## config.mk

```make
export PLATFORM = sky130hd
export DESIGN_NAME = sexpr_token_stream_decoder
export DESIGN_NICKNAME = d
export VERILOG_FILES = /design/src/hdl/sexd_pkg.sv /design/src/hdl/sexd_step.sv /design/src/hdl/sexpr_token_stream_decoder.sv
export SDC_FILE = /design/constraint.sdc
export NUM_CORES = 1
export LEC_CHECK = 0
export ABC_AREA = 1
export BUFFER_PORTS_ARGS = -buffer_cell sky130_fd_sc_hd__buf_2
export CORE_AREA = 4 4 113 158
export CTS_CLUSTER_SIZE = 30
export DETAILED_ROUTE_END_ITERATION = 8
export DIE_AREA = 0 0 117 162
export MAX_ROUTING_LAYER = met4
export PLACE_DENSITY = 0.55
export SLEW_MARGIN = 20
export SYNTH_ARGS = -nofsm -noshare
export SYNTH_HDL_FRONTEND = slang
export SYNTH_HIERARCHICAL = 1
export SYNTH_SLANG_ARGS = --single-unit
export TNS_END_PERCENT = 20
```

## constraint.sdc

```tcl
create_clock -name clk -period 7.3 [get_ports clk]
set_input_delay 1.095 -clock clk [delete_from_list [all_inputs] [get_ports clk]]
set_output_delay 1.095 -clock clk [all_outputs]
set_load 0.03 [all_outputs]
```

## src/hdl/sexd_pkg.sv

```systemverilog
// ----------------------------------------------------------------------------
// sexd_pkg
// Types, character codes and helpers shared by the s-expression token decoder.
// ----------------------------------------------------------------------------
package sexd_pkg;

  typedef enum logic [2:0] {
    EV_DATA  = 3'd0,
    EV_END   = 3'd1,
    EV_OPEN  = 3'd2,
    EV_CLOSE = 3'd3,
    EV_ERROR = 3'd4
  } sexd_event_t;

  typedef enum logic [2:0] {
    ERR_PAREN     = 3'd0,
    ERR_BAD_CHAR  = 3'd1,
    ERR_BAD_HEX   = 3'd2,
    ERR_RANGE     = 3'd3,
    ERR_BAD_DIGIT = 3'd4,
    ERR_BAD_ESC   = 3'd5,
    ERR_DEPTH     = 3'd6
  } sexd_error_t;

  // character codes
  localparam logic [7:0] CH_SPACE  = 8'h20;
  localparam logic [7:0] CH_TAB    = 8'h09;
  localparam logic [7:0] CH_CR     = 8'h0D;
  localparam logic [7:0] CH_LF     = 8'h0A;
  localparam logic [7:0] CH_BS     = 8'h08;
  localparam logic [7:0] CH_QUOTE  = 8'h22;
  localparam logic [7:0] CH_APOS   = 8'h27;
  localparam logic [7:0] CH_OPEN   = 8'h28;
  localparam logic [7:0] CH_CLOSE  = 8'h29;
  localparam logic [7:0] CH_BSLASH = 8'h5C;
  localparam logic [7:0] CH_LOW_N  = 8'h6E;
  localparam logic [7:0] CH_LOW_T  = 8'h74;
  localparam logic [7:0] CH_LOW_R  = 8'h72;
  localparam logic [7:0] CH_LOW_B  = 8'h62;
  localparam logic [7:0] CH_LOW_X  = 8'h78;
  localparam logic [7:0] CH_ZERO   = 8'h30;
  localparam logic [7:0] CH_ONE    = 8'h31;
  localparam logic [7:0] CH_TWO    = 8'h32;

  // printable range and decimal escape limits
  localparam logic [7:0] PRINT_LO   = 8'd32;
  localparam logic [7:0] PRINT_HI   = 8'd127;
  localparam logic [9:0] DEC_HUNDRED = 10'd100;
  localparam logic [9:0] DEC_TEN     = 10'd10;
  localparam logic [9:0] BYTE_LIMIT  = 10'd256;

  typedef struct packed {
    logic       in_str;
    logic [1:0] esc_len;
    logic [7:0] lead;
    logic [7:0] second;
  } sexd_state_t;

  typedef struct packed {
    logic        valid;
    sexd_event_t kind;
    logic [7:0]  data;
    logic        top;
    sexd_error_t code;
    logic [9:0]  detail;
  } sexd_result_t;

  function automatic logic is_dec(input logic [7:0] c);
    return (c >= 8'h30) && (c <= 8'h39);
  endfunction

  function automatic logic is_hex(input logic [7:0] c);
    return is_dec(c) || ((c >= 8'h41) && (c <= 8'h46)) || ((c >= 8'h61) && (c <= 8'h66));
  endfunction

  function automatic logic [3:0] digit_value(input logic [7:0] c);
    logic [3:0] d;
    d = 4'd0;
    if (is_dec(c)) begin
      d = 4'(c - 8'h30);
    end else if ((c >= 8'h41) && (c <= 8'h46)) begin
      d = 4'(c - 8'h41 + 8'd10);
    end else if ((c >= 8'h61) && (c <= 8'h66)) begin
      d = 4'(c - 8'h61 + 8'd10);
    end
    return d;
  endfunction

endpackage

```

## src/hdl/sexd_step.sv

```systemverilog
// ----------------------------------------------------------------------------
// sexd_step
// Per-byte decode: next tokenizer state and at most one event for one byte.
// ----------------------------------------------------------------------------
module sexd_step import sexd_pkg::*; #(
  parameter int MAX_DEPTH = 64,
  parameter int DW        = $clog2(MAX_DEPTH + 1)
) (
  input  logic [7:0]    c,
  input  sexd_state_t   st,
  input  logic [DW-1:0] depth,
  output sexd_state_t   st_nxt,
  output logic [DW-1:0] depth_nxt,
  output sexd_result_t  res
);

  logic [9:0] lead_hund;
  logic [9:0] c_hund;
  logic [9:0] val2;
  logic [9:0] val3;

  assign lead_hund = 10'(digit_value(st.lead)) * DEC_HUNDRED;
  assign c_hund    = 10'(digit_value(c)) * DEC_HUNDRED;
  assign val2      = lead_hund + 10'(digit_value(c)) * DEC_TEN;
  assign val3      = lead_hund + 10'(digit_value(st.second)) * DEC_TEN
                     + 10'(digit_value(c));

  always_comb begin
    st_nxt     = st;
    depth_nxt  = depth;
    res.valid  = 1'b0;
    res.kind   = EV_DATA;
    res.data   = 8'd0;
    res.top    = 1'b0;
    res.code   = ERR_PAREN;
    res.detail = 10'd0;

    if (!st.in_str) begin
      if (c == CH_SPACE || c == CH_TAB || c == CH_CR || c == CH_LF) begin
        // whitespace, no event
      end else if (c == CH_QUOTE) begin
        st_nxt.in_str  = 1'b1;
        st_nxt.esc_len = 2'd0;
      end else if (c == CH_OPEN) begin
        res.valid = 1'b1;
        if (depth >= DW'(MAX_DEPTH)) begin
          res.kind   = EV_ERROR;
          res.code   = ERR_DEPTH;
          res.detail = 10'(c);
        end else begin
          res.kind  = EV_OPEN;
          depth_nxt = depth + DW'(1);
        end
      end else if (c == CH_CLOSE) begin
        res.valid = 1'b1;
        if (depth == DW'(0)) begin
          res.kind   = EV_ERROR;
          res.code   = ERR_PAREN;
          res.detail = 10'(c);
        end else begin
          res.kind  = EV_CLOSE;
          res.top   = (depth == DW'(1));
          depth_nxt = depth - DW'(1);
        end
      end else begin
        res.valid  = 1'b1;
        res.kind   = EV_ERROR;
        res.code   = ERR_BAD_CHAR;
        res.detail = 10'(c);
      end
    end else begin
      case (st.esc_len)
        2'd0: begin
          if (c == CH_BSLASH) begin
            st_nxt.esc_len = 2'd1;
          end else if (c == CH_QUOTE) begin
            st_nxt.in_str = 1'b0;
            res.valid     = 1'b1;
            res.kind      = EV_END;
            res.top       = (depth == DW'(0));
          end else begin
            res.valid = 1'b1;
            res.data  = c;
          end
        end
        2'd1: begin
          res.valid      = 1'b1;
          st_nxt.esc_len = 2'd0;
          if (c == CH_LOW_N) begin
            res.data = CH_LF;
          end else if (c == CH_LOW_T) begin
            res.data = CH_TAB;
          end else if (c == CH_LOW_R) begin
            res.data = CH_CR;
          end else if (c == CH_LOW_B) begin
            res.data = CH_BS;
          end else if (c == CH_BSLASH || c == CH_QUOTE || c == CH_APOS || c == CH_SPACE) begin
            res.data = c;
          end else if (c == CH_LOW_X || c == CH_ZERO || c == CH_ONE || c == CH_TWO) begin
            // start of a hex or decimal escape
            res.valid      = 1'b0;
            st_nxt.lead    = c;
            st_nxt.esc_len = 2'd2;
          end else if (is_dec(c)) begin
            st_nxt.esc_len = st.esc_len;
            res.kind       = EV_ERROR;
            res.code       = ERR_RANGE;
            res.detail     = c_hund;
          end else if (c < PRINT_LO || c >= PRINT_HI) begin
            st_nxt.esc_len = st.esc_len;
            res.kind       = EV_ERROR;
            res.code       = ERR_BAD_ESC;
            res.detail     = 10'(c);
          end else begin
            res.data = c;
          end
        end
        2'd2: begin
          if (st.lead == CH_LOW_X) begin
            if (!is_hex(c)) begin
              res.valid  = 1'b1;
              res.kind   = EV_ERROR;
              res.code   = ERR_BAD_HEX;
              res.detail = 10'(c);
            end else begin
              st_nxt.second  = c;
              st_nxt.esc_len = 2'd3;
            end
          end else if (!is_dec(c)) begin
            res.valid  = 1'b1;
            res.kind   = EV_ERROR;
            res.code   = ERR_BAD_DIGIT;
            res.detail = 10'(c);
          end else if (val2 >= BYTE_LIMIT) begin
            res.valid  = 1'b1;
            res.kind   = EV_ERROR;
            res.code   = ERR_RANGE;
            res.detail = val2;
          end else begin
            st_nxt.second  = c;
            st_nxt.esc_len = 2'd3;
          end
        end
        default: begin
          res.valid = 1'b1;
          if (st.lead == CH_LOW_X) begin
            if (is_hex(st.second) && is_hex(c)) begin
              res.data       = {digit_value(st.second), digit_value(c)};
              st_nxt.esc_len = 2'd0;
            end else begin
              res.kind   = EV_ERROR;
              res.code   = ERR_BAD_HEX;
              res.detail = 10'(c);
            end
          end else if (is_dec(st.second) && is_dec(c)) begin
            if (val3 < BYTE_LIMIT) begin
              res.data       = val3[7:0];
              st_nxt.esc_len = 2'd0;
            end else begin
              res.kind   = EV_ERROR;
              res.code   = ERR_RANGE;
              res.detail = val3;
            end
          end else begin
            res.kind   = EV_ERROR;
            res.code   = ERR_BAD_DIGIT;
            res.detail = 10'(c);
          end
        end
      endcase
    end
  end

endmodule

```

## src/hdl/sexpr_token_stream_decoder.sv

```systemverilog
// ----------------------------------------------------------------------------
// sexpr_token_stream_decoder
// Tokenizer for a parenthesized text format with string escape decoding.
// ----------------------------------------------------------------------------
//  channel  handshake                 payload
//  in       in_valid / in_stall       in_byte
//  out      out_valid / out_stall     out_event_kind, out_byte, out_top_level,
//                                     out_error_code, out_error_detail
//
//  one byte per cycle while nothing stalls; a byte is captured in the input
//  register, and its event is then registered in the output register
//  the decode between the two registers is a single pass with no loop
//  rst_n (synchronous) clears both valid flags, string/escape state and depth
//  out_stall holds the output register; the input register then holds too and
//  in_stall rises while it is full
// ----------------------------------------------------------------------------
module sexpr_token_stream_decoder import sexd_pkg::*; #(
  parameter int MAX_DEPTH = 64
) (
  input  logic       clk,
  input  logic       rst_n,
  input  logic       in_valid,
  output logic       in_stall,
  input  logic [7:0] in_byte,
  output logic       out_valid,
  input  logic       out_stall,
  output logic [2:0] out_event_kind,
  output logic [7:0] out_byte,
  output logic       out_top_level,
  output logic [2:0] out_error_code,
  output logic [9:0] out_error_detail
);

  localparam int DW = $clog2(MAX_DEPTH + 1);

  logic          in_valid_r;
  logic [7:0]    in_byte_r;
  sexd_state_t   st_r;
  sexd_state_t   st_nxt;
  logic [DW-1:0] depth_r;
  logic [DW-1:0] depth_nxt;
  sexd_result_t  res;
  sexd_result_t  out_r;
  logic          out_free;
  logic          fire;

  sexd_step #(
    .MAX_DEPTH(MAX_DEPTH),
    .DW       (DW)
  ) u_step (
    .c        (in_byte_r),
    .st       (st_r),
    .depth    (depth_r),
    .st_nxt   (st_nxt),
    .depth_nxt(depth_nxt),
    .res      (res)
  );

  assign out_free = !out_r.valid || !out_stall;
  assign fire     = in_valid_r && out_free;
  assign in_stall = in_valid_r && !out_free;

  always_ff @(posedge clk) begin
    if (!rst_n) begin
      in_valid_r     <= 1'b0;
      out_r.valid    <= 1'b0;
      st_r.in_str    <= 1'b0;
      st_r.esc_len   <= 2'd0;
      depth_r        <= '0;
    end else begin
      if (!in_stall) begin
        in_valid_r <= in_valid;
      end
      if (fire) begin
        st_r.in_str  <= st_nxt.in_str;
        st_r.esc_len <= st_nxt.esc_len;
        depth_r      <= depth_nxt;
      end
      if (out_free) begin
        out_r.valid <= fire && res.valid;
      end
    end

    // payload registers, no reset
    if (!in_stall && in_valid) begin
      in_byte_r <= in_byte;
    end
    if (fire) begin
      st_r.lead   <= st_nxt.lead;
      st_r.second <= st_nxt.second;
    end
    if (fire && res.valid) begin
      out_r.kind   <= res.kind;
      out_r.data   <= res.data;
      out_r.top    <= res.top;
      out_r.code   <= res.code;
      out_r.detail <= res.detail;
    end
  end

  assign out_valid        = out_r.valid;
  assign out_event_kind   = out_r.kind;
  assign out_byte         = out_r.data;
  assign out_top_level    = out_r.top;
  assign out_error_code   = out_r.code;
  assign out_error_detail = out_r.detail;

  a_depth_bound: assert property (@(posedge clk) disable iff (!rst_n)
    depth_r <= DW'(MAX_DEPTH))
    else $error("nesting depth above limit");

  a_escape_in_string: assert property (@(posedge clk) disable iff (!rst_n)
    st_r.esc_len != 2'd0 |-> st_r.in_str)
    else $error("escape pending outside a string");

  a_top_kind: assert property (@(posedge clk) disable iff (!rst_n)
    out_r.valid && out_r.top |-> (out_r.kind == EV_END || out_r.kind == EV_CLOSE))
    else $error("top-level flag on wrong event");

  a_depth_step: assert property (@(posedge clk) disable iff (!rst_n)
    depth_r != $past(depth_r) |->
      (depth_r == $past(depth_r) + DW'(1) || depth_r == $past(depth_r) - DW'(1)))
    else $error("depth moved by more than one");

  a_hold_state: assert property (@(posedge clk) disable iff (!rst_n)
    !fire |=> depth_r == $past(depth_r) && st_r.in_str == $past(st_r.in_str))
    else $error("state changed without a processed request");

endmodule

```

==> results.yml <==
run_status:
  result_of_the_run: "complete, no violations"
grt:
  grt_pass1_vias: 6367
  grtUsageTotal_pct: 23.2
  grt_start_max_net_pins: 26
  overflow: 0
  number_of_antenna_violations_at_the_first_check_in_global_routing: 0
  grt_pass1_wl_um: 33100
finish:
  finish.cell_count_without_fillers: 1206
  fin_area_mm2: 0.00708
  most-common-layout-cells: "257 x nand2_1, 130 x inv_1, 86 x nand3_1"
  flow.area_growth_from_synthesis_pct: 9.12
  n_antenna_cell: 0
  mostFrequentLayoutCell: "nand2_1"
  fraction_of_layout_cells_with_a_size_suffix_above_1_pct: 11.9
  final_net_count: 1073
worst_setup_path:
  r2r-end: "out_error_detail[4]"
  end_kind: "register"
  rr_worst_depth: 31
  critical-path-max-stage-delay_ns: 0.67
  cp_data_required_time_ns: 7.36
  critical_path.reg2reg.startpoint: "in_byte_r[0]"
  maximum_fanout_along_the_worst_path: 25
  setup.worst_path.start_class: "register"
  critical_path_class: "register to register"
  cpMostUsedCell: "nand2_1"
  worstPathArrival_ns: 6.10
  regToRegSetupSlack_ns: 1.26
  critical_path.slowest_cell: "edfxtp_1"
logic_synthesis:
  synth_top_area_cell: "edfxtp_1"
  synth-seq-area-share_pct: 26.4
  ys_ff_latch: 61
  synth-edff-count: 49
  synth.lib_cells_used.distinct: 50
  synthCells: 971
  synth.cell_area_mm2: 0.00649
  ys.flop_type: "edfxtp_1"
  syn-mean-instance-area_um2: 6.69
  synth_async_sr_flop_share_pct: 0
  synth_warnings: 6
  yosys-top-cells-area: "edfxtp_1 23%, nand2_1 15%, ha_1 11%"
  syn-num-nets: 1046
  yosys.area.top_type_share_pct: 22.7
clocking:
  clock-root-buffer: "clkbuf_16"
  cts.clk_slew.worst_paths_ns: 0.05
  max_clock_buf_depth: 2
  ctsResizeCount: 0
  number_of_setup_buffers_added_after_cts: 0
  tritoncts: "done"
  cts_max_level: 3
  clock_latency_ns: 0.34
  holdBufCountCts: 0
  tritoncts_num_sinks: 61
  number_of_buffers_inserted_during_clock_tree_synthesis: 9
route:
  vias_post_dr: 6527
  postRouteWirelength_um: 20800
  dr.first_iter.drc_count: 460
  antenna_left: 0
  wirelength_per_cell_um: 17.2
  drt-pass1-iter-count: 5
  routed_via_density: 5.41
  drcViolationCount: 0
sta:
  finalHoldViolCount: 0
  timing.setup.tns_ns: 0
  slew_violations: 0
  grt_setup_unrepaired: "false"
  max_clock_freq_mhz: 166
  tightestPinTransition_ns: 0.798
  fin_crit_ns: 6.04
  setup_ws_ns: 1.26
  max_slew_margin_pct: 46.7
  finish_stage_setup_viols: 0
  post-route-period-util_pct: 82.7
  finalClockSkew_ns: 0.00879
floorplan:
  ios: 39
  floorplan.initialDensity_pct: 39.3
  overall_die_area_mm2: 0.0190
  rows: 56
  die-width_um: 117
  core_area_mm2: 0.0165
  die_h_um: 162
placed_design:
  gpl_congestion: 0.983
  port-buffer-count: 38
  dpl_cell_area_mm2: 0.00682
  post-dp-hpwl_um: 16300
  placed_cells_incl_taps: 1190
  dp_worst_setup_slack_ns: 1.30
worst_hold_path:
  min-delay-path-class: "register to register"
  hold-path-endpoint: "in_valid_r"
  timing.hold.worst.start: "out_valid"
  hold_depth: 2
power_and_ir_drop:
  leakagePower_nw: 3.52
  ir_drop_v: 0.000108
  powerDensity_mw_per_mm2: 146
run:
  maxCapViolCount: 0
==> critical path: cells and delay by family (launching register included) <==
family	cells	cell delay, ns
buffers and inverters	7	1.07
XOR/XNOR	1	0.15
adder cells (fa/ha/maj)	5	1.49
AO/OA/AOI/OAI	1	0.13
flip-flops	1	0.67
AND/OR/NAND/NOR	17	2.22
==> state kept, by name (all words and copies together), names as in the netlist <==
register	cells
in_byte_r	8
out_error_code	3
depth_r	7
out_error_detail	10
out_valid	1
st_r	19
out_byte	8
in_valid_r	1
out_event_kind	3
out_top_level	1
==> per-layer routing <==
layer  share of wire (%)  global-route usage, %  routed length (um)  up-vias
met3                 3.2                   1.83                 674       82
met1                  39                   25.7                8100     2992
met5                   0                      -                   0        -
met4                 6.7                   14.1                1400        0
li1                    -                      -                   -     3238
met2                  51                   39.8               10600      215
==> how the worst max path moves through the flow <==
stage	from	end	slack (ns)	cells after the start
after floorplan	in_byte_r[1]	out_byte[0]	1.70	31
after global placement	in_byte_r[0]	out_error_detail[8]	1.28	31
after detailed placement	in_byte_r[0]	out_byte[6]	1.30	31
after CTS	in_byte_r[1]	out_error_detail[5]	1.31	31
after global routing	in_byte_r[1]	out_byte[3]	0.84	31
final	in_byte_r[0]	out_error_detail[4]	1.26	31
==> cell families (layout without fill, tap and decap cells) <==
group                      after synthesis  after routing  share of synthesized area (%)
DFF                                     61             61                           26.4
buffers and inverters                  188            220                           11.6
adders and majority gates               63             63                           13.1
xor gates and xnor gates                15             15                           2.02
and+or+nand+nor                        495            495                           34.0
AOI/OAI and AO/OA                      149            149                           13.0
==> per-stage QoR <==
step           utilization (%)  hold slack, ns  power, mW
2_1_floorplan                -           0.446      0.586
3_3_place_gp              41.3           0.532      0.655
3_5_place_dp              41.3           0.536      0.654
4_1_cts                   42.8           0.552       1.04
5_1_grt                   42.8           0.563       1.09
6_report                  42.8           0.550       1.03
==> report_power, final <==
| part | leakage (nW) | total (mW) | switching, mW | internal, mW |
|---|---|---|---|---|
| sequential | 0.552 | 0.424 | 0.0260 | 0.398 |
| clock | 0.129 | 0.383 | 0.155 | 0.227 |
| combinational | 2.83 | 0.225 | 0.156 | 0.0692 |
| total | 3.52 | 1.03 | 0.337 | 0.694 |
==> area by class of cell <==
cell class,instances,area (um^2)
Timing Repair Buffer,42,220
Tap cell,203,254
Fill cell,1795,9450
Sequential cell,61,1710
Multi-Input combinational cell,722,4030
Clock inverter,5,27.5
Clock buffer,11,233
Inverter,162,611
==> cells in the mapped netlist (all sizes together), types with 2 or more instances <==
master,count
nand2,265
inv,160
nor2,95
nand3,91
o21ai,62
ha,55
a21oi,51
edfxtp,49
nand4,18
buf,15
dfxtp,12
nor3,12
clkbuf,11
xor2,9
fa,8
o211ai,7
o31ai,6
xnor2,6
a21boi,5
a31oi,5
nand3b,5
a22oi,4
nor4,3
or2,3
and3,2
clkinv,2
o21bai,2
o22ai,2
o32ai,2
No activity file was read; power rests on OpenSTA's default activity.
